## config.mk

```make
export PLATFORM = sky130hd
export DESIGN_NAME = link_frame_exchange_engine
export DESIGN_NICKNAME = d
export VERILOG_FILES = /design/src/rtl/core/lfx_pkg.sv /design/src/rtl/core/lfx_ram.sv /design/src/rtl/core/lfx_ctrl.sv /design/src/rtl/core/link_frame_exchange_engine.sv
export SDC_FILE = /design/constraint.sdc
export NUM_CORES = 1
export LEC_CHECK = 0
export ABC_CLOCK_PERIOD_IN_PS = 10800
export BUFFER_PORTS_ARGS = -buffer_cell sky130_fd_sc_hd__buf_2
export CORE_MARGIN = 4
export CORE_UTILIZATION = 40
export CTS_CLUSTER_DIAMETER = 30
export DETAILED_ROUTE_END_ITERATION = 8
export GPL_ROUTABILITY_DRIVEN = 0
export HOLD_SLACK_MARGIN = 0.02
export SYNTH_ARGS = -nofsm -noshare
export SYNTH_HDL_FRONTEND = slang
export SYNTH_HIERARCHICAL = 1
export SYNTH_SLANG_ARGS = --single-unit
```

## constraint.sdc

```tcl
create_clock -name clk -period 10.8 [get_ports clk]
set_clock_uncertainty 0.15 [all_clocks]
set_input_delay 2.7 -clock clk [delete_from_list [all_inputs] [get_ports clk]]
set_output_delay 2.7 -clock clk [all_outputs]
set_load 0.05 [all_outputs]
```

## src/rtl/core/lfx_pkg.sv

```systemverilog
// Shared constants, opcodes and memory request types for the link frame
// exchange engine. No dependencies; used by lfx_ctrl and the top level.
package lfx_pkg;

  // Frame geometry
  localparam int FRAME_WORDS = 10;
  localparam int PLAYERS     = 2;
  localparam int IDX_MAX     = FRAME_WORDS + 1;        // idle / saturated index
  localparam int IDX_W       = $clog2(IDX_MAX + 1);    // send index width
  localparam int RIDX_W      = IDX_W + 1;              // signed receive index width

  // Payload widths
  localparam int HALF_W  = 16;
  localparam int SLOT_W  = 4;
  localparam int ROW_W   = 2 * HALF_W;                 // both received halfwords

  // Memories: two banks of FRAME_WORDS entries each
  localparam int SEND_DEPTH = 2 * FRAME_WORDS;
  localparam int SEND_AW    = $clog2(SEND_DEPTH);
  localparam int RECV_DEPTH = 2 * FRAME_WORDS;
  localparam int RECV_AW    = $clog2(RECV_DEPTH);

  localparam logic [HALF_W-1:0] SYNC_WORD = 16'hFEFE;

  typedef enum logic [1:0] {
    OP_EVENT = 2'd0,
    OP_LOAD  = 2'd1,
    OP_SWAP  = 2'd2,
    OP_READ  = 2'd3
  } op_t;

  // Single-port memory requests
  typedef struct packed {
    logic               en;
    logic               we;
    logic [SEND_AW-1:0] addr;
    logic [HALF_W-1:0]  wdata;
  } send_req_t;

  typedef struct packed {
    logic               en;
    logic               we;
    logic [RECV_AW-1:0] addr;
    logic [ROW_W-1:0]   wdata;
  } recv_req_t;

endpackage

```

## src/rtl/core/lfx_ram.sv

```systemverilog
// Generic single-port synchronous RAM with registered read data.
// No dependencies.
module lfx_ram #(
  parameter int WIDTH = 16,
  parameter int DEPTH = 20
) (
  input  logic                     clk,
  input  logic                     en,
  input  logic                     we,
  input  logic [$clog2(DEPTH)-1:0] addr,
  input  logic [WIDTH-1:0]         wdata,
  output logic [WIDTH-1:0]         rdata
);

  logic [WIDTH-1:0] mem [DEPTH];

  // One access per cycle; read data holds until the next read
  always_ff @(posedge clk) begin
    if (en) begin
      if (we) begin
        mem[addr] <= wdata;
      end else begin
        rdata <= mem[addr];
      end
    end
  end

endmodule

```

## src/rtl/core/lfx_ctrl.sv

```systemverilog
// Control for the link frame exchange engine: indices, banks, request
// sequencing and the result register. Depends on lfx_pkg; drives two lfx_ram.
module lfx_ctrl (
  input  logic                        clk,
  input  logic                        rst_n,
  // configuration
  input  logic                        cfg_valid,
  output logic                        cfg_ready,
  input  logic                        cfg_timed_mode,
  // request channel
  input  logic                        in_valid,
  output logic                        in_ready,
  input  logic [1:0]                  in_op,
  input  logic [lfx_pkg::HALF_W-1:0]  in_recv_half0,
  input  logic [lfx_pkg::HALF_W-1:0]  in_recv_half1,
  input  logic                        in_role_bit,
  input  logic [lfx_pkg::SLOT_W-1:0]  in_slot,
  input  logic                        in_player,
  input  logic [lfx_pkg::HALF_W-1:0]  in_load_data,
  // memories
  output lfx_pkg::send_req_t          send_req,
  input  logic [lfx_pkg::HALF_W-1:0]  send_rdata,
  output lfx_pkg::recv_req_t          recv_req,
  input  logic [lfx_pkg::ROW_W-1:0]   recv_rdata,
  // result channel
  output logic                        out_valid,
  input  logic                        out_ready,
  output logic                        out_send_valid,
  output logic [lfx_pkg::HALF_W-1:0]  out_send_word,
  output logic                        out_timer_stop,
  output logic                        out_restart_transfer,
  output logic                        out_sync_seen,
  output logic                        out_frame_done,
  output logic [lfx_pkg::HALF_W-1:0]  out_read_data,
  output logic                        out_role_out
);

  localparam int IDX_W  = lfx_pkg::IDX_W;
  localparam int RIDX_W = lfx_pkg::RIDX_W;
  localparam int SAW    = lfx_pkg::SEND_AW;
  localparam int RAW    = lfx_pkg::RECV_AW;

  localparam logic [IDX_W-1:0] SIDX_FW   = IDX_W'(lfx_pkg::FRAME_WORDS);
  localparam logic [IDX_W-1:0] SIDX_MAX  = IDX_W'(lfx_pkg::IDX_MAX);
  localparam logic [IDX_W-1:0] SIDX_ONE  = IDX_W'(1);
  localparam logic signed [RIDX_W-1:0] RIDX_NEG1 = '1;
  localparam logic signed [RIDX_W-1:0] RIDX_ZERO = '0;
  localparam logic signed [RIDX_W-1:0] RIDX_ONE  = RIDX_W'(1);
  localparam logic signed [RIDX_W-1:0] RIDX_LAST = RIDX_W'(lfx_pkg::FRAME_WORDS - 1);
  localparam logic signed [RIDX_W-1:0] RIDX_FW   = RIDX_W'(lfx_pkg::FRAME_WORDS);
  localparam logic signed [RIDX_W-1:0] RIDX_MAX  = RIDX_W'(lfx_pkg::IDX_MAX);
  localparam logic [SAW-1:0] SEND_BASE1 = SAW'(lfx_pkg::FRAME_WORDS);
  localparam logic [RAW-1:0] RECV_BASE1 = RAW'(lfx_pkg::FRAME_WORDS);

  typedef enum logic [1:0] {
    ST_IDLE = 2'b01,
    ST_RESP = 2'b10
  } state_t;

  // Flags of the request in flight, waiting on read data
  typedef struct packed {
    logic send_valid;
    logic timer_stop;
    logic restart;
    logic sync;
    logic done;
    logic read_en;
    logic player;
  } res_t;

  state_t                    state_r, state_nxt;
  logic                      timed_r;
  logic                      send_bank_r, send_bank_nxt;
  logic                      recv_bank_r, recv_bank_nxt;
  logic [IDX_W-1:0]          send_index_r, send_index_nxt;
  logic signed [RIDX_W-1:0]  recv_index_r, recv_index_nxt;
  logic                      swap_pending_r, swap_pending_nxt;
  logic                      role_r, role_nxt;
  res_t                      res_r, res_nxt;

  logic                      out_valid_r, out_valid_nxt;
  logic                      o_send_valid_r, o_timer_r, o_restart_r, o_sync_r;
  logic                      o_done_r, o_role_r;
  logic [lfx_pkg::HALF_W-1:0] o_send_word_r, o_read_data_r;

  logic                      acc;
  logic                      is_event, is_load, is_swap, is_read;
  logic                      slot_ok, player_ok;
  logic                      sync, swap_now;
  logic                      send_bank_eff, recv_bank_eff;
  logic [IDX_W-1:0]          sidx_eff, sidx_inc;
  logic signed [RIDX_W-1:0]  ridx_eff, ridx_inc;
  logic                      send_hit, recv_store_hit;
  logic [SAW-1:0]            send_ev_addr, send_ld_addr;
  logic [RAW-1:0]            recv_ev_addr, recv_rd_addr;
  logic                      load_out;

  assign cfg_ready = 1'b1;
  assign in_ready  = (state_r == ST_IDLE);
  assign acc       = in_valid && in_ready;

  // Decode
  always_comb begin
    is_event = 1'b0;
    is_load  = 1'b0;
    is_swap  = 1'b0;
    is_read  = 1'b0;
    unique case (in_op)
      lfx_pkg::OP_EVENT: is_event = 1'b1;
      lfx_pkg::OP_LOAD:  is_load  = 1'b1;
      lfx_pkg::OP_SWAP:  is_swap  = 1'b1;
      lfx_pkg::OP_READ:  is_read  = 1'b1;
      default:           is_event = 1'b0;
    endcase
  end

  assign slot_ok   = (32'(in_slot) < 32'(lfx_pkg::FRAME_WORDS));
  assign player_ok = (32'(in_player) < 32'(lfx_pkg::PLAYERS));

  // Sync handling ahead of the send / receive step
  assign sync          = is_event && (in_recv_half0 == lfx_pkg::SYNC_WORD)
                         && (recv_index_r > RIDX_LAST);
  assign swap_now      = sync && swap_pending_r;
  assign send_bank_eff = send_bank_r ^ swap_now;
  assign recv_bank_eff = recv_bank_r ^ sync;
  assign sidx_eff      = swap_now ? '0 : send_index_r;
  assign ridx_eff      = sync ? RIDX_NEG1 : recv_index_r;

  // Index stepping, saturating at FRAME_WORDS + 1
  assign send_hit       = (sidx_eff < SIDX_FW);
  assign sidx_inc       = (sidx_eff <= SIDX_FW) ? sidx_eff + SIDX_ONE : sidx_eff;
  assign recv_store_hit = (ridx_eff >= RIDX_ZERO) && (ridx_eff < RIDX_FW);
  assign ridx_inc       = (ridx_eff <= RIDX_FW) ? ridx_eff + RIDX_ONE : ridx_eff;

  // Bank base plus word offset
  assign send_ev_addr = (send_bank_eff ? SEND_BASE1 : '0) + SAW'(sidx_eff);
  assign send_ld_addr = (send_bank_r ? '0 : SEND_BASE1) + SAW'(in_slot);
  assign recv_ev_addr = (recv_bank_eff ? RECV_BASE1 : '0) + RAW'($unsigned(ridx_eff));
  assign recv_rd_addr = (recv_bank_r ? '0 : RECV_BASE1) + RAW'(in_slot);

  // Memory requests, issued only at the accept edge
  always_comb begin
    send_req.en    = acc && ((is_event && send_hit) || (is_load && slot_ok));
    send_req.we    = is_load;
    send_req.addr  = is_load ? send_ld_addr : send_ev_addr;
    send_req.wdata = in_load_data;
    recv_req.en    = acc && ((is_event && recv_store_hit) ||
                             (is_read && slot_ok && player_ok));
    recv_req.we    = is_event;
    recv_req.addr  = is_event ? recv_ev_addr : recv_rd_addr;
    recv_req.wdata = {in_recv_half1, in_recv_half0};
  end

  // Engine state update on accept
  always_comb begin
    send_bank_nxt    = send_bank_r;
    recv_bank_nxt    = recv_bank_r;
    send_index_nxt   = send_index_r;
    recv_index_nxt   = recv_index_r;
    swap_pending_nxt = swap_pending_r;
    role_nxt         = role_r;
    res_nxt          = res_r;
    if (acc) begin
      res_nxt.send_valid = is_event && send_hit;
      res_nxt.timer_stop = is_event && timed_r;
      res_nxt.restart    = is_event && timed_r && (sidx_inc <= SIDX_FW);
      res_nxt.sync       = sync;
      res_nxt.done       = is_event && (ridx_eff == RIDX_LAST);
      res_nxt.read_en    = is_read && slot_ok && player_ok;
      res_nxt.player     = in_player;
      if (is_event) begin
        role_nxt       = in_role_bit;
        send_bank_nxt  = send_bank_eff;
        recv_bank_nxt  = recv_bank_eff;
        send_index_nxt = sidx_inc;
        recv_index_nxt = ridx_inc;
        if (swap_now) begin
          swap_pending_nxt = 1'b0;
        end
      end
      if (is_swap) begin
        swap_pending_nxt = 1'b1;
      end
    end
  end

  // Sequencer: accept, then wait in ST_RESP for read data and hand off once the result register is free
  assign load_out = (state_r == ST_RESP) && (!out_valid_r || out_ready);

  always_comb begin
    state_nxt = state_r;
    unique case (state_r)
      ST_IDLE: if (acc)      state_nxt = ST_RESP;
      ST_RESP: if (load_out) state_nxt = ST_IDLE;
      default:               state_nxt = ST_IDLE;
    endcase
  end

  assign out_valid_nxt = load_out ? 1'b1 : (out_ready ? 1'b0 : out_valid_r);

  // Control registers
  always_ff @(posedge clk) begin
    if (!rst_n) begin
      state_r        <= ST_IDLE;
      timed_r        <= 1'b0;
      send_bank_r    <= 1'b0;
      recv_bank_r    <= 1'b0;
      send_index_r   <= SIDX_MAX;
      recv_index_r   <= RIDX_MAX;
      swap_pending_r <= 1'b0;
      role_r         <= 1'b0;
      out_valid_r    <= 1'b0;
    end else begin
      state_r        <= state_nxt;
      if (cfg_valid && cfg_ready) begin
        timed_r <= cfg_timed_mode;
      end
      send_bank_r    <= send_bank_nxt;
      recv_bank_r    <= recv_bank_nxt;
      send_index_r   <= send_index_nxt;
      recv_index_r   <= recv_index_nxt;
      swap_pending_r <= swap_pending_nxt;
      role_r         <= role_nxt;
      out_valid_r    <= out_valid_nxt;
    end
  end

  // Payload registers
  always_ff @(posedge clk) begin
    res_r <= res_nxt;
    if (load_out) begin
      o_send_valid_r <= res_r.send_valid;
      o_send_word_r  <= res_r.send_valid ? send_rdata : '0;
      o_timer_r      <= res_r.timer_stop;
      o_restart_r    <= res_r.restart;
      o_sync_r       <= res_r.sync;
      o_done_r       <= res_r.done;
      o_read_data_r  <= !res_r.read_en ? '0 :
                        (res_r.player ? recv_rdata[lfx_pkg::ROW_W-1:lfx_pkg::HALF_W]
                                      : recv_rdata[lfx_pkg::HALF_W-1:0]);
      o_role_r       <= role_r;
    end
  end

  assign out_valid            = out_valid_r;
  assign out_send_valid       = o_send_valid_r;
  assign out_send_word        = o_send_word_r;
  assign out_timer_stop       = o_timer_r;
  assign out_restart_transfer = o_restart_r;
  assign out_sync_seen        = o_sync_r;
  assign out_frame_done       = o_done_r;
  assign out_read_data        = o_read_data_r;
  assign out_role_out         = o_role_r;

  // Checks
  a_acc_to_resp: assert property (@(posedge clk) disable iff (!rst_n)
    acc |=> (state_r == ST_RESP))
    else $error("accepted request did not move to response state");

  a_send_idx_range: assert property (@(posedge clk) disable iff (!rst_n)
    send_index_r <= SIDX_MAX)
    else $error("send index beyond saturation");

  a_recv_idx_range: assert property (@(posedge clk) disable iff (!rst_n)
    (recv_index_r >= RIDX_NEG1) && (recv_index_r <= RIDX_MAX))
    else $error("receive index out of range");

  a_mem_only_on_acc: assert property (@(posedge clk) disable iff (!rst_n)
    (send_req.en || recv_req.en) |-> acc)
    else $error("memory access outside accept");

  a_result_from_resp: assert property (@(posedge clk) disable iff (!rst_n)
    $rose(out_valid_r) |-> $past(state_r == ST_RESP))
    else $error("result loaded outside response state");

  a_sync_not_done: assert property (@(posedge clk) disable iff (!rst_n)
    (state_r == ST_RESP) |-> !(res_r.sync && res_r.done))
    else $error("sync and frame completion on one event");

endmodule

```

## src/rtl/core/link_frame_exchange_engine.sv

```systemverilog
// Link frame exchange engine: one request accepted at a time, result registered
// (accept edge issues the memory access and enters ST_RESP; the result register
// is loaded from ST_RESP once it is free, so out_ready can stall it). No new
// request is accepted until the last result is loaded into the result register.
// Synchronous active-low reset clears indices to idle, banks and flags;
// memory contents are undefined until written.
module link_frame_exchange_engine (
  input  logic                        clk,
  input  logic                        rst_n,
  input  logic                        cfg_valid,
  output logic                        cfg_ready,
  input  logic                        cfg_timed_mode,
  input  logic                        in_valid,
  output logic                        in_ready,
  input  logic [1:0]                  in_op,
  input  logic [lfx_pkg::HALF_W-1:0]  in_recv_half0,
  input  logic [lfx_pkg::HALF_W-1:0]  in_recv_half1,
  input  logic                        in_role_bit,
  input  logic [lfx_pkg::SLOT_W-1:0]  in_slot,
  input  logic                        in_player,
  input  logic [lfx_pkg::HALF_W-1:0]  in_load_data,
  output logic                        out_valid,
  input  logic                        out_ready,
  output logic                        out_send_valid,
  output logic [lfx_pkg::HALF_W-1:0]  out_send_word,
  output logic                        out_timer_stop,
  output logic                        out_restart_transfer,
  output logic                        out_sync_seen,
  output logic                        out_frame_done,
  output logic [lfx_pkg::HALF_W-1:0]  out_read_data,
  output logic                        out_role_out
);

  lfx_pkg::send_req_t         send_req;
  lfx_pkg::recv_req_t         recv_req;
  logic [lfx_pkg::HALF_W-1:0] send_rdata;
  logic [lfx_pkg::ROW_W-1:0]  recv_rdata;

  // Staging / active send banks
  lfx_ram #(
    .WIDTH (lfx_pkg::HALF_W),
    .DEPTH (lfx_pkg::SEND_DEPTH)
  ) u_send_ram (
    .clk   (clk),
    .en    (send_req.en),
    .we    (send_req.we),
    .addr  (send_req.addr),
    .wdata (send_req.wdata),
    .rdata (send_rdata)
  );

  // Filling / completed receive banks, both players per row
  lfx_ram #(
    .WIDTH (lfx_pkg::ROW_W),
    .DEPTH (lfx_pkg::RECV_DEPTH)
  ) u_recv_ram (
    .clk   (clk),
    .en    (recv_req.en),
    .we    (recv_req.we),
    .addr  (recv_req.addr),
    .wdata (recv_req.wdata),
    .rdata (recv_rdata)
  );

  lfx_ctrl u_ctrl (
    .clk                  (clk),
    .rst_n                (rst_n),
    .cfg_valid            (cfg_valid),
    .cfg_ready            (cfg_ready),
    .cfg_timed_mode       (cfg_timed_mode),
    .in_valid             (in_valid),
    .in_ready             (in_ready),
    .in_op                (in_op),
    .in_recv_half0        (in_recv_half0),
    .in_recv_half1        (in_recv_half1),
    .in_role_bit          (in_role_bit),
    .in_slot              (in_slot),
    .in_player            (in_player),
    .in_load_data         (in_load_data),
    .send_req             (send_req),
    .send_rdata           (send_rdata),
    .recv_req             (recv_req),
    .recv_rdata           (recv_rdata),
    .out_valid            (out_valid),
    .out_ready            (out_ready),
    .out_send_valid       (out_send_valid),
    .out_send_word        (out_send_word),
    .out_timer_stop       (out_timer_stop),
    .out_restart_transfer (out_restart_transfer),
    .out_sync_seen        (out_sync_seen),
    .out_frame_done       (out_frame_done),
    .out_read_data        (out_read_data),
    .out_role_out         (out_role_out)
  );

endmodule
```

# Yosys cells after proc, flatten, opt, wreduce, memory -nomap -nowiden
# Memory sizes are Yosys's and may differ from the RTL's. A register that Yosys moved wholly into a read port is not among the register bits.
# Index checks and enable logic that the tools add are counted.
[totals]
register_bits = 62
mem_bits_rw = 960
out_inout_bits = 41
n_memories = 2
[memory_table]
columns = ["name", "words", "width", "rd", "rd_ports_with_merged_regs", "write_ports", "line_no", "text"]
rows = [
  ["u_recv_ram.mem", 20, 32, 1, 1, 1, "lfx_ram.sv:15", "logic [WIDTH-1:0] mem [DEPTH];"],
  ["u_send_ram.mem", 20, 16, 1, 1, 1, "lfx_ram.sv:15", ""],
]
[op_classes]
add_sub_neg = 6
n_lt_le_gt_ge = 8
n_eq_ne = 9
muxes = 29
bitwise = 4
reduce_logical = 28
[op_table]
columns = ["cell", "count"]
rows = [
  ["$mux 4", 6],
  ["$mux 5", 4],
  ["$eq 16x16->1 const B", 1],
  ["$mux 16", 1],
  ["$add 5x4->5", 3],
  ["$logic_and 1x1->1", 15],
  ["$mux 1", 15],
  ["$le 4x4->1 const B", 2],
  ["$lt 4x4->1 const B", 2],
  ["$reduce_and 2->1", 4],
  ["$eq 2x2->1 const B", 3],
  ["$reduce_bool 2->1", 3],
  ["$add 5x2->5 const B", 1],
  ["$add 5x5->5", 1],
  ["$eq 5x5->1 const B", 1],
  ["$ge 5x1->1 const B", 1],
  ["$gt 5x5->1 const B", 1],
  ["$le 5x5->1 const B", 1],
  ["$lt 5x5->1 const B", 1],
  ["$add 4x1->4 const B", 1],
  ["$eq 2x1->1 const B", 2],
  ["$mux 2", 2],
  ["$pmux 2 s2", 1],
  ["$logic_or 1x1->1", 3],
  ["other kinds (7)", 9],
]

# Depth between registers and ports, before layout
[depth]
ltp_word = 12
ltp_mapped = 18
mapped_depth_nobuf = 14

# By module
# The synthesis kept the hierarchy.
[by_module_without_submodules]
columns = ["module", "n_inst", "cells_per_inst", "area_per_inst_um2"]
rows = [
  ["lfx_ram at u_recv_ram", 1, 1322, 25635.8],
  ["lfx_ram at u_send_ram", 1, 676, 12937.4],
  ["lfx_ctrl", 1, 335, 3522.1],
]

# Least setup slack after synthesis
# OpenSTA, ideal clock, no wires.
[synth_timing]
path_kind = "input port to flip-flop"
from = "in in_op[0]"
to = "mem u_recv_ram/mem[0][0] in the netlist's numbering (enable)"
t_arrival_ns = 8.360
setup_slack_ns = 1.788
stages = 14
path_cell_list = "or2_1 > buf_2 > nor4_4 > nand2_1 > inv_2 > xnor2_1 > ha_1 > a31oi_1 > a221oi_1 > a21oi_1 > buf_6 > clkbuf_1 > clkbuf_1 > nor4_1"
[synth_rtl]
columns = ["element", "line_no", "text"]
rows = [
  ["start: declaration", "link_frame_exchange_engine.sv:15", "input logic [1:0] in_op,"],
  ["end: declaration", "lfx_ram.sv:15", ""],
]

==> flow_summary.json <==
{
  "start_util": 0.405,
  "synth_fp_nets": 2409,
  "pre_cts_slack_ns": 2.40,
  "synth_ff_type": "edfxtp_1",
  "end_kind": "flop",
  "finalNetCount": 2586,
  "crit_start": "in_recv_half0[12]",
  "power_density_nw_per_um2": 218,
  "r2r_slack_ns": 5.33,
  "synth-edff-count": 1053,
  "synth_warnings": 6,
  "setup_viol": 0,
  "wl_per_cell_um": 24.3,
  "syn_to_final_growth_pct": 19.9,
  "fp.dieH_um": 332,
  "cts_setup_buffers": 0,
  "r2r_start": "u_ctrl/recv_index_r[4]$_SDFFE_PN0P_",
  "synth_seq_cells": 1070,
  "max_freq_ghz": 0.129,
  "drv_cap": 0,
  "layout_common_cells": "1053 x edfxtp_1, 391 x mux2i_1, 193 x clkbuf_16",
  "crit_fanout": 36,
  "tightest_slew_ns": 1.39,
  "cp_num_cells": 16,
  "final_common_cell": "edfxtp_1",
  "critPathSlowestCell": "a21oi_4",
  "cts_resized": 0,
  "finalHoldViolations": 0,
  "syn_inst": 2333,
  "status": "completed",
  "dr_total_vias": 22000,
  "cts_hold_buf": 0,
  "cts_tree": "built",
  "drt_iter0_drc": 1778,
  "path_clk_slew_ns": 0.05,
  "path_delay_family": "simple AND/OR/NAND/NOR gates",
  "syn_avg_cell_area_um2": 18.0,
  "worstPathArrival_ns": 8.04,
  "grt_setup_unrepaired": "no",
  "ys_seq_area_frac": 0.759,
  "antenna_found_initial": 5,
  "crit_chain": "buf_2 -> nand4_1 -> nor4_4 -> nand2_1 -> inv_2 -> xnor2_1 -> ha_1 -> a31oi_1 -> or3_1 -> a21oi_4 -> buf_4 -> nand4b_1 -> buf_4 -> o22ai_1 -> a211oi_1 -> o21ai_1",
  "n_fill_cell": 8636,
  "period_minus_slack_ns": 7.73,
  "drive_above_1_share": 0.217,
  "fin_ws_ns": 3.07,
  "postRouteAntennaNets": 0,
  "routed_wirelength_um": 98700,
  "die_area_um2": 110000,
  "grt_max_degree": 146,
  "place_hpwl_um": 57700,
  "hp-class": "reg -> reg",
  "htreeDepth": 4,
  "remaining_drc_errors": 0,
  "synth_cell_types": 67,
  "min_period_over_period": 0.715,
  "critPathMostFrequentCell": "buf_4",
  "p_leak_nw": 17.7,
  "max_stage_delay_ns": 0.69,
  "worstSetupPathType": "in -> reg",
  "fp.coreArea_um2": 104000,
  "path_buf_inv": 4,
  "design_area_um2": 50500,
  "slew_headroom": 0.0695,
  "grt_pass1_vias": 22500,
  "cts_sinks": 1070,
  "syn-cell-area_um2": 42100,
  "async_reset_ff_frac": 0,
  "die_x_um": 332,
  "critPathLaunchType": "input port",
  "maxSlewViolCount": 0,
  "crit_end": "u_recv_ram/rdata[18]$_DFFE_PP_",
  "clk_path_buf_depth": 3,
  "portBuffers": 101,
  "numCtsBuffers": 192,
  "grt_remaining_overflow": 0,
  "root_buffer": "clkbuf_16",
  "post_dp_cell_area_um2": 43900,
  "num_rows": 118,
  "grt_pass1_wl_um": 146000,
  "rr_worst_depth": 15,
  "cp_data_required_time_ns": 11.11,
  "num_io_pins": 103,
  "vdd_ir_drop_max_uv": 145,
  "tns_ns": 0,
  "grtUsageTotal": 0.176,
  "clk_latency_ns": 0.75,
  "drt-pass1-iter-count": 5,
  "reg2reg_to": "u_recv_ram/rdata[18]$_DFFE_PP_",
  "viasPerCell": 5.41
}
==> Yosys cell counts, types with 3 or more instances <==
library cell / number / share of area
clkbuf_1: 25 / 0.0022
nand4bb_1: 4 / 0.0011
mux4_1: 4 / 0.0025
o22ai_1: 138 / 0.021
o22ai_2: 11 / 0.0033
nand2b_1: 6 / 0.00089
inv_2: 3 / 0.00027
a21oi_1: 11 / 0.0013
nor2b_1: 30 / 0.0045
or3b_1: 4 / 0.00083
o21ai_1: 35 / 0.0042
a31oi_1: 6 / 0.00089
buf_4: 62 / 0.011
a22oi_1: 19 / 0.0034
nand3b_1: 5 / 0.00089
o21ai_0: 13 / 0.0015
nand4_1: 25 / 0.0037
dfxtp_1: 17 / 0.0081
nor2_1: 91 / 0.0081
nand2_1: 89 / 0.0079
mux2i_1: 391 / 0.093
buf_2: 61 / 0.0073
edfxtp_1: 1053 / 0.75
ha_1: 14 / 0.0042
mux4_2: 49 / 0.026
and2_1: 22 / 0.0033
or3_1: 5 / 0.00074
inv_1: 8 / 0.00071
nand3_1: 11 / 0.0013
xnor2_1: 5 / 0.0010
a21boi_1: 5 / 0.00089
nor4_1: 4 / 0.00059
nand3b_2: 3 / 0.00080
buf_6: 16 / 0.0043
a211oi_1: 45 / 0.0080
==> final cells by class <==
type	instances	area (µm²)	share of cell area
diodes	2	5.00	0.0000992
multi-input cells	1085	9260	0.184
well taps	1380	1730	0.0342
clock buffers	210	4890	0.0970
repair buffers	150	898	0.0178
flip-flops and latches	1070	32000	0.633
clock inverters	150	1670	0.0331
inverters	11	41.3	0.000818
==> how the worst min path moves through the flow <==
| stage | start | to | slack (ns) | cells past startpoint |
|---|---|---|---|---|
| finish | u_ctrl/res_r[4]$_DFFE_PP_ | u_ctrl/out_restart_transfer$_DFFE_PP_ | 0.28 | 0 |
| global route | u_ctrl/role_r$_SDFFE_PN0P_ | u_ctrl/out_role_out$_DFFE_PP_ | 0.29 | 0 |
| CTS | u_ctrl/role_r$_SDFFE_PN0P_ | u_ctrl/out_role_out$_DFFE_PP_ | 0.28 | 0 |
| detailed placement | u_ctrl/res_r[4]$_DFFE_PP_ | u_ctrl/out_restart_transfer$_DFFE_PP_ | 0.26 | 0 |
| global placement | u_ctrl/res_r[5]$_DFFE_PP_ | u_ctrl/out_timer_stop$_DFFE_PP_ | 0.26 | 0 |
| floorplan | u_ctrl/res_r[2]$_DFFE_PP_ | u_ctrl/out_frame_done$_DFFE_PP_ | 0.25 | 0 |
==> flip-flops by register name, summed over array words and instances, names as in the netlist, 2 cells and up <==
signal,count
u_recv_ram/mem,640
u_send_ram/mem,320
u_recv_ram/rdata,32
u_ctrl/out_read_data,16
u_ctrl/out_send_word,16
u_send_ram/rdata,16
u_ctrl/res_r,7
u_ctrl/recv_index_r,5
u_ctrl/send_index_r,4
u_ctrl/state_r,2
==> where the power goes <==
part           switching [W]  internal, W  total, W
combinational       0.000317     0.000165  0.000483
sequential        0.00000799      0.00459   0.00460
clock                0.00211      0.00382   0.00593
==> worst reg2reg max path, delay by kind of cell (launching register included) <==
| family | cells | cell delay [ns] |
|---|---|---|
| AOI/OAI and AO/OA | 5 | 1.37 |
| xor gates and xnor gates | 1 | 0.12 |
| buffers and inverters | 3 | 1.20 |
| DFF | 1 | 0.36 |
| and+or+nand+nor | 5 | 1.64 |
| adders and majority gates | 1 | 0.35 |
==> kinds of logic after synthesis <==
family                     Yosys count  share of synthesized area
muxes                              445                      0.122
xor gates and xnor gates             7                    0.00146
and+or+nand+nor                    321                     0.0398
adders and majority gates           14                    0.00416
buffers and inverters              178                     0.0265
DFF                               1070                      0.759
AOI/OAI and AO/OA                  297                     0.0468
other                                1                  0.0000891
==> through the flow <==
stage          utilization  instances  power (W)  hold slack, ns
3_3_place_gp         0.422       3696    0.00515           0.259
3_5_place_dp         0.422       3696    0.00516           0.258
6_report             0.485       4058     0.0110           0.279
2_1_floorplan            -       2333    0.00502           0.250
5_1_grt              0.485       4056     0.0114           0.290
4_1_cts              0.485       4056     0.0111           0.281
==> routing by layer <==
layer | up-vias | global-route usage | routed length [µm]
li1 | 9743 | - | -
met3 | 170 | 0.0348 | 5630
met1 | 11400 | 0.232 | 41900
met5 | - | 0 | 0
met2 | 693 | 0.293 | 48900
met4 | 0 | 0.0590 | 2340
Note: power is estimated with default switching activity, not from simulation.
